## config.mk

```make
export PLATFORM = sky130hd
export DESIGN_NAME = nearest_color_classifier_top
export DESIGN_NICKNAME = d
export VERILOG_FILES = /design/src/hw/rtl/ncc_pkg.sv /design/src/hw/rtl/nearest_color_classifier_top.sv
export SDC_FILE = /design/constraint.sdc
export NUM_CORES = 2
export LEC_CHECK = 0
export BUFFER_PORTS_ARGS = -buffer_cell sky130_fd_sc_hd__buf_4
export CAP_MARGIN = 25
export CORE_MARGIN = 4
export CORE_UTILIZATION = 30
export CTS_CLUSTER_SIZE = 30
export DETAILED_ROUTE_END_ITERATION = 10
export GPL_TIMING_DRIVEN = 1
export SYNTH_ARGS = -nofsm -noshare
export SYNTH_HDL_FRONTEND = slang
export SYNTH_SLANG_ARGS = --single-unit
```

## constraint.sdc

```tcl
create_clock -name clock -period 36.9 [get_ports clock]
set_input_delay 7.38 -clock clock [delete_from_list [all_inputs] [get_ports clock]]
set_output_delay 7.38 -clock clock [all_outputs]
set_load 0.02 [all_outputs]
```

## src/hw/rtl/ncc_pkg.sv

```systemverilog
`timescale 1ns / 1ps

package ncc_pkg;

   // Sizes of the colour table and of the fields
   localparam int MAX_COLORS         = 6;
   localparam int NUM_COLORS_DEFAULT = 6;
   localparam int CHAN_W             = 8;
   localparam int COLOR_W            = 3 * CHAN_W;
   localparam int SQ_W               = 2 * CHAN_W;
   localparam int DIST_W             = 18;
   localparam int THR_W              = 9;
   localparam int IDX_W              = 3;
   localparam int CSR_INDEX_W        = 3;
   localparam int CSR_DATA_W         = COLOR_W;

   // Register indexes and result codes
   localparam logic [CSR_INDEX_W-1:0] CSR_THRESHOLD   = 3'd6;
   localparam logic [IDX_W-1:0]       UNKNOWN_CODE    = 3'd6;
   localparam logic [THR_W-1:0]       THRESH_RESET    = 9'd50;
   localparam logic [DIST_W-1:0]      THRESH_SQ_RESET = DIST_W'(50 * 50);

   typedef struct packed {
      logic [CHAN_W-1:0] pix_blue;
      logic [CHAN_W-1:0] pix_green;
      logic [CHAN_W-1:0] pix_red;
   } pixel_type;

   typedef struct packed {
      logic [IDX_W-1:0]  color_index;
      logic [DIST_W-1:0] min_dist_sq;
   } result_type;

   // Absolute difference of two channel values
   function automatic logic [CHAN_W-1:0] chan_diff(input logic [CHAN_W-1:0] a,
                                                  input logic [CHAN_W-1:0] b);
      return (a >= b) ? (a - b) : (b - a);
   endfunction

   // Squared distance between a pixel and a packed blue/green/red colour
   function automatic logic [DIST_W-1:0] color_dist(input pixel_type p,
                                                   input logic [COLOR_W-1:0] c);
      logic [CHAN_W-1:0] db;
      logic [CHAN_W-1:0] dg;
      logic [CHAN_W-1:0] dr;
      logic [SQ_W-1:0]   sb;
      logic [SQ_W-1:0]   sg;
      logic [SQ_W-1:0]   sr;
      db = chan_diff(p.pix_blue,  c[CHAN_W-1:0]);
      dg = chan_diff(p.pix_green, c[2*CHAN_W-1:CHAN_W]);
      dr = chan_diff(p.pix_red,   c[3*CHAN_W-1:2*CHAN_W]);
      sb = SQ_W'(db) * SQ_W'(db);
      sg = SQ_W'(dg) * SQ_W'(dg);
      sr = SQ_W'(dr) * SQ_W'(dr);
      return DIST_W'(sb) + DIST_W'(sg) + DIST_W'(sr);
   endfunction

endpackage

```

## src/hw/rtl/nearest_color_classifier_top.sv

```systemverilog
`timescale 1ns / 1ps
//  Channel  Direction  Handshake              Payload
//  req      in         req_valid / req_ready  pixel_type (blue, green, red)
//  rsp      out        rsp_valid / rsp_ready  result_type (color_index, min_dist_sq)
//  csr      in         csr_valid / csr_ready  csr_index, csr_data
//
//  One pixel per clock unless rsp stalls; a pixel moves pixel reg, then result reg.
//  The pixel register feeds NUM_COLORS parallel distance units, a compare chain and
//  the threshold test, all combinational, landing in the result register.
//  Synchronous reset clears both stages, the colours to zero and the threshold to 50.
//  A stalled rsp holds its result while the pixel register can still take one more pixel.
//  csr is always ready; the squared threshold is computed once, at the write.

module nearest_color_classifier_top #(
   parameter int NUM_COLORS = ncc_pkg::NUM_COLORS_DEFAULT
) (
   input  logic                               clock,
   input  logic                               reset,
   input  logic                               req_valid,
   output logic                               req_ready,
   input  ncc_pkg::pixel_type                 req_data,
   output logic                               rsp_valid,
   input  logic                               rsp_ready,
   output ncc_pkg::result_type                rsp_data,
   input  logic                               csr_valid,
   output logic                               csr_ready,
   input  logic [ncc_pkg::CSR_INDEX_W-1:0]    csr_index,
   input  logic [ncc_pkg::CSR_DATA_W-1:0]     csr_data
);
   import ncc_pkg::*;

   logic [COLOR_W-1:0] color_ff [NUM_COLORS];
   logic [COLOR_W-1:0] color_in [NUM_COLORS];
   logic [DIST_W-1:0]  thr_sq_ff;
   logic [DIST_W-1:0]  thr_sq_in;
   logic [THR_W-1:0]   thr_val;

   pixel_type          pix_ff;
   pixel_type          pix_in;
   logic               pix_vld_ff;
   logic               pix_vld_in;
   result_type         res_ff;
   result_type         res_in;
   logic               res_vld_ff;
   logic               res_vld_in;
   logic               advance;
   logic               req_xfer;

   logic [DIST_W-1:0]  dist_sq [NUM_COLORS];
   logic [DIST_W-1:0]  best_dist;
   logic [IDX_W-1:0]   best_idx;

   // Accept every register write at once
   assign csr_ready = 1'b1;
   assign thr_val   = csr_data[THR_W-1:0];

   // Update the colour table and the squared threshold
   always_comb begin
      for (int k = 0; k < NUM_COLORS; k++) begin
         color_in[k] = color_ff[k];
         if (csr_valid && csr_index == CSR_INDEX_W'(k)) begin
            color_in[k] = csr_data;
         end
      end
      thr_sq_in = thr_sq_ff;
      if (csr_valid && csr_index == CSR_THRESHOLD) begin
         thr_sq_in = DIST_W'(thr_val) * DIST_W'(thr_val);
      end
   end

   always_ff @(posedge clock) begin
      if (reset) begin
         for (int k = 0; k < NUM_COLORS; k++) begin
            color_ff[k] <= '0;
         end
         thr_sq_ff <= THRESH_SQ_RESET;
      end else begin
         color_ff  <= color_in;
         thr_sq_ff <= thr_sq_in;
      end
   end

   // Advance the pipeline when the result stage is empty or being drained
   assign advance   = !res_vld_ff || rsp_ready;
   assign req_ready = !pix_vld_ff || advance;
   assign req_xfer  = req_valid && req_ready;

   always_comb begin
      pix_in     = req_xfer ? req_data : pix_ff;
      pix_vld_in = req_xfer ? 1'b1 : (advance ? 1'b0 : pix_vld_ff);
      res_vld_in = advance ? pix_vld_ff : res_vld_ff;
   end

   // Measure the distance to each reference colour
   always_comb begin
      for (int k = 0; k < NUM_COLORS; k++) begin
         dist_sq[k] = color_dist(pix_ff, color_ff[k]);
      end
   end

   // Pick the nearest colour, lowest index on ties, then apply the threshold
   always_comb begin
      best_dist = dist_sq[0];
      best_idx  = '0;
      for (int k = 1; k < NUM_COLORS; k++) begin
         if (dist_sq[k] < best_dist) begin
            best_dist = dist_sq[k];
            best_idx  = IDX_W'(k);
         end
      end
      res_in = res_ff;
      if (advance && pix_vld_ff) begin
         res_in.min_dist_sq = best_dist;
         res_in.color_index = (best_dist > thr_sq_ff) ? UNKNOWN_CODE : best_idx;
      end
   end

   always_ff @(posedge clock) begin
      if (reset) begin
         pix_vld_ff <= 1'b0;
         res_vld_ff <= 1'b0;
      end else begin
         pix_vld_ff <= pix_vld_in;
         res_vld_ff <= res_vld_in;
      end
   end

   always_ff @(posedge clock) begin
      pix_ff <= pix_in;
      res_ff <= res_in;
   end

   assign rsp_valid = res_vld_ff;
   assign rsp_data  = res_ff;

endmodule

```

* Word level (Yosys, flattened, before mapping)
Cells that the tools add are included.
Storage, ports and cells: register bits after elaboration 209, output and inout bits 24, word-level logic and storage cells 158
Operators by class: $add $sub $neg 48, multiply operators 19, $lt $le $gt $ge 24, equal/unequal tests 6, mux-type cells 30, reductions and logical operators 16
Operator list (number):
- $mul A8 B8 Y16 | 18
- $sub A8 B8 Y8 | 36
- $ge A8 B8 Y1 | 18
- $mux W8 | 18
- $add A17 B16 Y18 | 6
- $add A16 B16 Y17 | 6
- $lt A18 B18 Y1 | 5
- $mux W18 | 5
- $gt A18 B18 Y1 | 1
- $mul A9 B9 Y18 | 1
- $eq A3 B3 Y1 const B | 3
- $logic_and A1 B1 Y1 | 9
- $eq A3 B2 Y1 const B | 2
- $mux W3 | 2
- $mux W2 | 2
- $eq A3 B1 Y1 const B | 1
- $logic_not A3 Y1 | 1
- $mux W1 | 3
- $reduce_or A3 Y1 | 1
- $logic_not A1 Y1 | 2
- $logic_or A1 B1 Y1 | 2
- $reduce_bool A2 Y1 | 1

* Logic depth before layout (Yosys ltp)
depth in word-level cells 17, gate-level depth with buffers 132

* Worst setup path before layout
OpenSTA, ideal clock, no wires.
path kind flip-flop to flip-flop, start register pix_ff[0] in the netlist's numbering, end register res_ff, in the netlist rsp_data[20], data pin, arrival 22759 ps, slack 13876 ps, cell stages (with the launch flop) 125, period minus slack after synthesis 23024 ps, path through edfxtp_1 inv_1 ha_1 inv_1 fa_1 a21oi_1 o211ai_1 a21oi_1 o21bai_1 a21o_1 a21oi_1 mux2i_1 a221o_1 a221oi_1 o221ai_1 a21boi_0 o21bai_1 a221o_1 (+89 left out) nand2_1 o21ai_1 ha_1 a21o_1 a21o_1 a21oi_1 nor2b_1 o21ai_0 nand2b_1 a21oi_1 nor2b_1 o21ai_0 nand2_1 a21o_1 a21oi_1 nor2b_1 a21oi_1 or3_1
On the way: longest elaborated chain between the ends 16, elaborated cells on any way between the ends 49, those cells by class 18 x add/sub; 6 x mul; 12 x order compare; 12 x mux; 1 x reduce/logical
RTL lines:
- start: declaration | line nearest_color_classifier_top.sv:38 | pixel_type pix_ff;
- start signal: assignment | line nearest_color_classifier_top.sv:129 | pix_ff <= pix_in;
- $sub A8 B8 Y8 / $ge A8 B8 Y1 (equally long branches) | line ncc_pkg.sv:37 | return (a >= b) ? (a - b) : (b - a);
- $mux W8 | line ncc_pkg.sv:37
- $mul A8 B8 Y16 | line ncc_pkg.sv:54 | sr = SQ_W'(dr) * SQ_W'(dr);
- $add A17 B16 Y18 | line ncc_pkg.sv:55 | return DIST_W'(sb) + DIST_W'(sg) + DIST_W'(sr);
- $lt A18 B18 Y1 | line nearest_color_classifier_top.sv:106 | if (dist_sq[k] < best_dist) begin
- $mux W18 | line nearest_color_classifier_top.sv:106
- $lt A18 B18 Y1 | line nearest_color_classifier_top.sv:106
- $mux W18 | line nearest_color_classifier_top.sv:106
- $lt A18 B18 Y1 | line nearest_color_classifier_top.sv:106
- $mux W18 | line nearest_color_classifier_top.sv:106
- $lt A18 B18 Y1 | line nearest_color_classifier_top.sv:106
- $mux W18 | line nearest_color_classifier_top.sv:106
- $lt A18 B18 Y1 | line nearest_color_classifier_top.sv:106
- $mux W18 * | line nearest_color_classifier_top.sv:106
- net best_dist[3] | line nearest_color_classifier_top.sv:50 | logic [DIST_W-1:0] best_dist;
- $gt A18 B18 Y1 * | line nearest_color_classifier_top.sv:114 | res_in.color_index = (best_dist > thr_sq_ff) ? UNKNOWN_CODE : best_idx;
- $reduce_or A3 Y1 (no source line) *
- end signal: assignment | line nearest_color_classifier_top.sv:130 | res_ff <= res_in;
- end: declaration | line nearest_color_classifier_top.sv:42 | result_type res_ff;
Mark *: on every way through the listed nets, which the timed path passes. The rest lies on a longest branch. A chain may end at the register's enable or synchronous reset.

* Worst setup path after layout
start register pix_ff[0] in the netlist's numbering, end register res_ff, in the netlist rsp_data[19], data pin
On the way: longest elaborated chain between the ends 15, elaborated cells on any way between the ends 51, those cells by class 18 x add/sub; 6 x mul; 12 x order compare; 15 x mux
RTL lines (line):
- $sub A8 B8 Y8 / $ge A8 B8 Y1 (equally long branches) | ncc_pkg.sv:37
- $mux W8 | ncc_pkg.sv:37
- $mul A8 B8 Y16 | ncc_pkg.sv:54
- $add A17 B16 Y18 | ncc_pkg.sv:55
- $lt A18 B18 Y1 | nearest_color_classifier_top.sv:106
- $mux W18 | nearest_color_classifier_top.sv:106
- $lt A18 B18 Y1 | nearest_color_classifier_top.sv:106
- $mux W18 | nearest_color_classifier_top.sv:106
- $lt A18 B18 Y1 | nearest_color_classifier_top.sv:106
- $mux W18 | nearest_color_classifier_top.sv:106
- $lt A18 B18 Y1 | nearest_color_classifier_top.sv:106
- $mux W18 | nearest_color_classifier_top.sv:106
- $lt A18 B18 Y1 | nearest_color_classifier_top.sv:106
- $mux W18 * | nearest_color_classifier_top.sv:106
- net best_dist[3] | nearest_color_classifier_top.sv:50
- $gt A18 B18 Y1 * | nearest_color_classifier_top.sv:114
Marks and branches as above.

==> run_results.csv <==
group,metric,value,unit
synth,ys_warn_count,0,
clock_tree,ctsHtreeMaxLevel,1,
layout,layout-drive-gt1-share,5.63,%
worst_setup_path,worst_setup_path_startpoint,"pix_ff[0]",
clock_tree,cts_setup_buffers,0,
sta,report.final.setup_viol,0,
routing,vias,41345,
floorplan,floorplan.rows,155,
grt,globalRoute.totalOverflow,0,
sta,finalHoldViolations,0,
routing,remaining_drc_errors,0,
floorplan,floorplan.initialDensity,30.2,%
worst_setup_path,worst_r2r_startpoint,"pix_ff[0]",
worst_setup_path,crit-reg2reg-capture,"rsp_data[19]",
worst_setup_path,critical_path.startpoint_type,"flop",
clock_tree,path_clk_slew,0.07,ns
placement,io_buffer_count,78,
worst_setup_path,reg2reg_slack,9.50,ns
sta,worst_skew,0.0191,ns
grt,first_pass_grt_wire_length,245,mm
synth,syn_avg_cell_area,8.63,sq um
synth,synth_top_flop_cell,"sky130_fd_sc_hd__dfxtp_1",
sta,timing.slew.headroom,25.9,%
synth,number_of_register_bits_inferred_by_synthesis,208,
routing,avgViaCountPerCell,4.71,
worst_setup_path,critical_path.max_stage_delay,0.68,ns
synth,yosysUniqueCellTypes,74,
clock_tree,post_cts.resized_instances,0,
floorplan,design.portCount,80,
clock_tree,cts_hold_repair.buffers,0,
layout,syn_to_final_growth,9.30,%
hold_path,hold_class,"flop to flop",
synth,syn-cell-area,54100,sq um
clock_tree,clk_root_buffer_cell,"sky130_fd_sc_hd__clkbuf_16",
synth,synth_edf_count,45,
hold_path,hold_path_depth,2,
flow_run,drv.max_cap_violation_count,0,
worst_setup_path,critPathSlowestCell,"sky130_fd_sc_hd__mux2i_1",
synth,synth_fp_nets,8055,
hold_path,whs_endpoint,"thr_sq_ff[14]",
sta,worst_hold_slack,0.453,ns
synth,synth_seq_area_share,8.54,%
grt,grt_pass1_vias,43365,
floorplan,floorplan.die.height,433,um
layout,layout.nets,8184,
layout,post_layout_utilization_of_the_core,33.0,%
sta,fin_tns_setup,0,ns
routing,wl,155,mm
worst_setup_path,critical_path_arrival,27.72,ns
worst_setup_path,cp_data_required_time,37.22,ns
sta,drv_slew,0,
sta,period_minus_slack,27.40,ns
sta,fin_crit_sh,74.3,%
routing,dr.pass1.iters,6,
floorplan,die_x,433,um
clock_tree,numClockSinks,208,
grt,groute.usage.overall,16.8,%
clock_tree,tritoncts.num_buffers,24,
worst_setup_path,cp_common_cell,"sky130_fd_sc_hd__a21oi_1",
clock_tree,cts_buffer_depth,3,
clock_tree,cts_tree,"built",
routing,drt-initial-drc-count,2340,
placement,globalplace.congestion,0.907,
floorplan,design.core.area,179000,sq um
run_status,status,"completed",
floorplan,design.die.area,187000,sq um
hold_path,worstHoldStart,"thr_sq_ff[14]",
synth,postSynth.asyncResetShare,0,%
sta,worst_slew_pin_slew,1.10,ns
routing,wl_per_cell,17.7,um
clock_tree,clock_latency_on_the_worst_skew_pair,0.60,ns
grt,grt_max_degree,64,
worst_setup_path,critical_path.max_fanout,27,
synth,mapped_cells,6264,
sta,grt_setup_unrepaired,"false",
worst_setup_path,cp-end-kind,"flop",
worst_setup_path,timing.setup.critical_path_class,"flop to flop",
routing,antenna_left,0,
grt,antenna_found_initial,7,
worst_setup_path,reg2reg_depth,112,
sta,max_freq,36.5,MHz
placement,post-dp-hpwl,130,mm
## worst max-delay path by stage
stage	to	slack [ns]	cells past startpoint
3_3_place_gp	rsp_data[20]	9.70	114
4_1_cts	rsp_data[20]	9.34	114
3_5_place_dp	rsp_data[20]	9.40	116
2_1_floorplan	rsp_data[20]	13.88	124
6_report	rsp_data[19]	9.50	112
5_1_grt	rsp_data[20]	7.35	115
## through the flow
stage	setup WS (ns)	instances	area (sq um)
final	9.50	8772	59100
after global routing	7.35	8771	59100
after floorplan	13.88	6264	54100
after detailed placement	9.40	8716	58200
after global placement	9.70	8712	58100
after CTS	9.34	8760	59000
## per-layer routing
| layer | vias to the layer above | routed length, um | global-route usage (%) |
|---|---|---|---|
| li1 | 19612 | - | - |
| met1 | 20506 | 66400 | 21.8 |
| met2 | 1003 | 74400 | 28.9 |
| met3 | 224 | 7400 | 1.39 |
| met4 | 0 | 6810 | 6.33 |
| met5 | - | 0 | 0 |
## cell usage in the layout, fill, tap and decap left out, types with 42 or more instances in the layout
cell type                  synthesis  final
sky130_fd_sc_hd__and2_1           46     46
sky130_fd_sc_hd__o21ai_0         113    113
sky130_fd_sc_hd__edfxtp_1         45     45
sky130_fd_sc_hd__o21bai_1         59     59
sky130_fd_sc_hd__a21o_1           80     80
sky130_fd_sc_hd__mux2i_1         116    115
sky130_fd_sc_hd__or2_2            62     62
sky130_fd_sc_hd__nand2_1         492    492
sky130_fd_sc_hd__a21oi_1         438    438
sky130_fd_sc_hd__nand4_1          42     42
sky130_fd_sc_hd__nand2b_1         70     70
sky130_fd_sc_hd__nor2_1          538    536
sky130_fd_sc_hd__ha_1            873    873
sky130_fd_sc_hd__nor2b_1          68     67
sky130_fd_sc_hd__xor2_1           68     68
sky130_fd_sc_hd__fa_1            862    862
sky130_fd_sc_hd__buf_4             2    206
sky130_fd_sc_hd__dfxtp_1         163    163
sky130_fd_sc_hd__inv_1          1581   1581
sky130_fd_sc_hd__xnor2_1         169    165
## synth_stat cells, drive strengths merged (23+ instances only)
master,count,share of area (%)
a21boi,24,0.33
xor2,68,1.1
o21bai,59,0.82
nand2,492,3.4
nand4,42,0.49
fa,862,32
clkbuf,96,0.67
nor2b,68,0.79
mux2i,117,2.2
dfxtp,163,6.0
a21o,81,1.1
nor3,26,0.24
nor2,538,3.7
inv,1581,11
nand2b,70,0.81
nand3,23,0.22
a21oi,438,4.1
a221oi,25,0.41
edfxtp,45,2.5
or2,62,0.72
and2,47,0.55
mux2,24,0.52
o21ai,119,1.1
ha,873,20
o211ai,23,0.32
xnor2,169,2.7
## cell families after synthesis
kind of cell	share of synthesized area [%]
compound gates	9.60
xor+xnor	3.84
buf+inv	11.8
simple gates	11.3
fa+ha+maj	52.2
other cells	0.00694
flops	8.54
mux	2.71
## sequential cells by signal, summed over array words and instances (netlist names)
register    cells
thr_sq_ff      17
rsp_data       21
pix_vld_ff      1
pix_ff         24
rsp_valid       1
color_ff      144
## area by class of cell
cell class | count | area [sq um]
sequential | 208 | 4610
clock buffer | 28 | 616
multi-input combinational | 4367 | 43100
fill | 18717 | 120000
timing repair buffer | 211 | 1620
tap | 2355 | 2950
antenna | 6 | 15.0
clock inverter | 16 | 206
inverter | 1581 | 5930
## worst max-delay path: cells and delay by family, from the launching register on
| family | cells | cell delay (ns) |
|---|---|---|
| AO/OA/AOI/OAI | 52 | 11.00 |
| multiplexers | 4 | 1.42 |
| AND/OR/NAND/NOR | 25 | 4.10 |
| flip-flops | 1 | 0.67 |
| adder cells (fa/ha/maj) | 19 | 7.50 |
| buffers and inverters | 10 | 1.67 |
| XOR/XNOR | 2 | 0.78 |
Power is left out: the tool's default activity adds up to more than one toggle a clock period on the data nets, which glitch-free logic cannot reach.
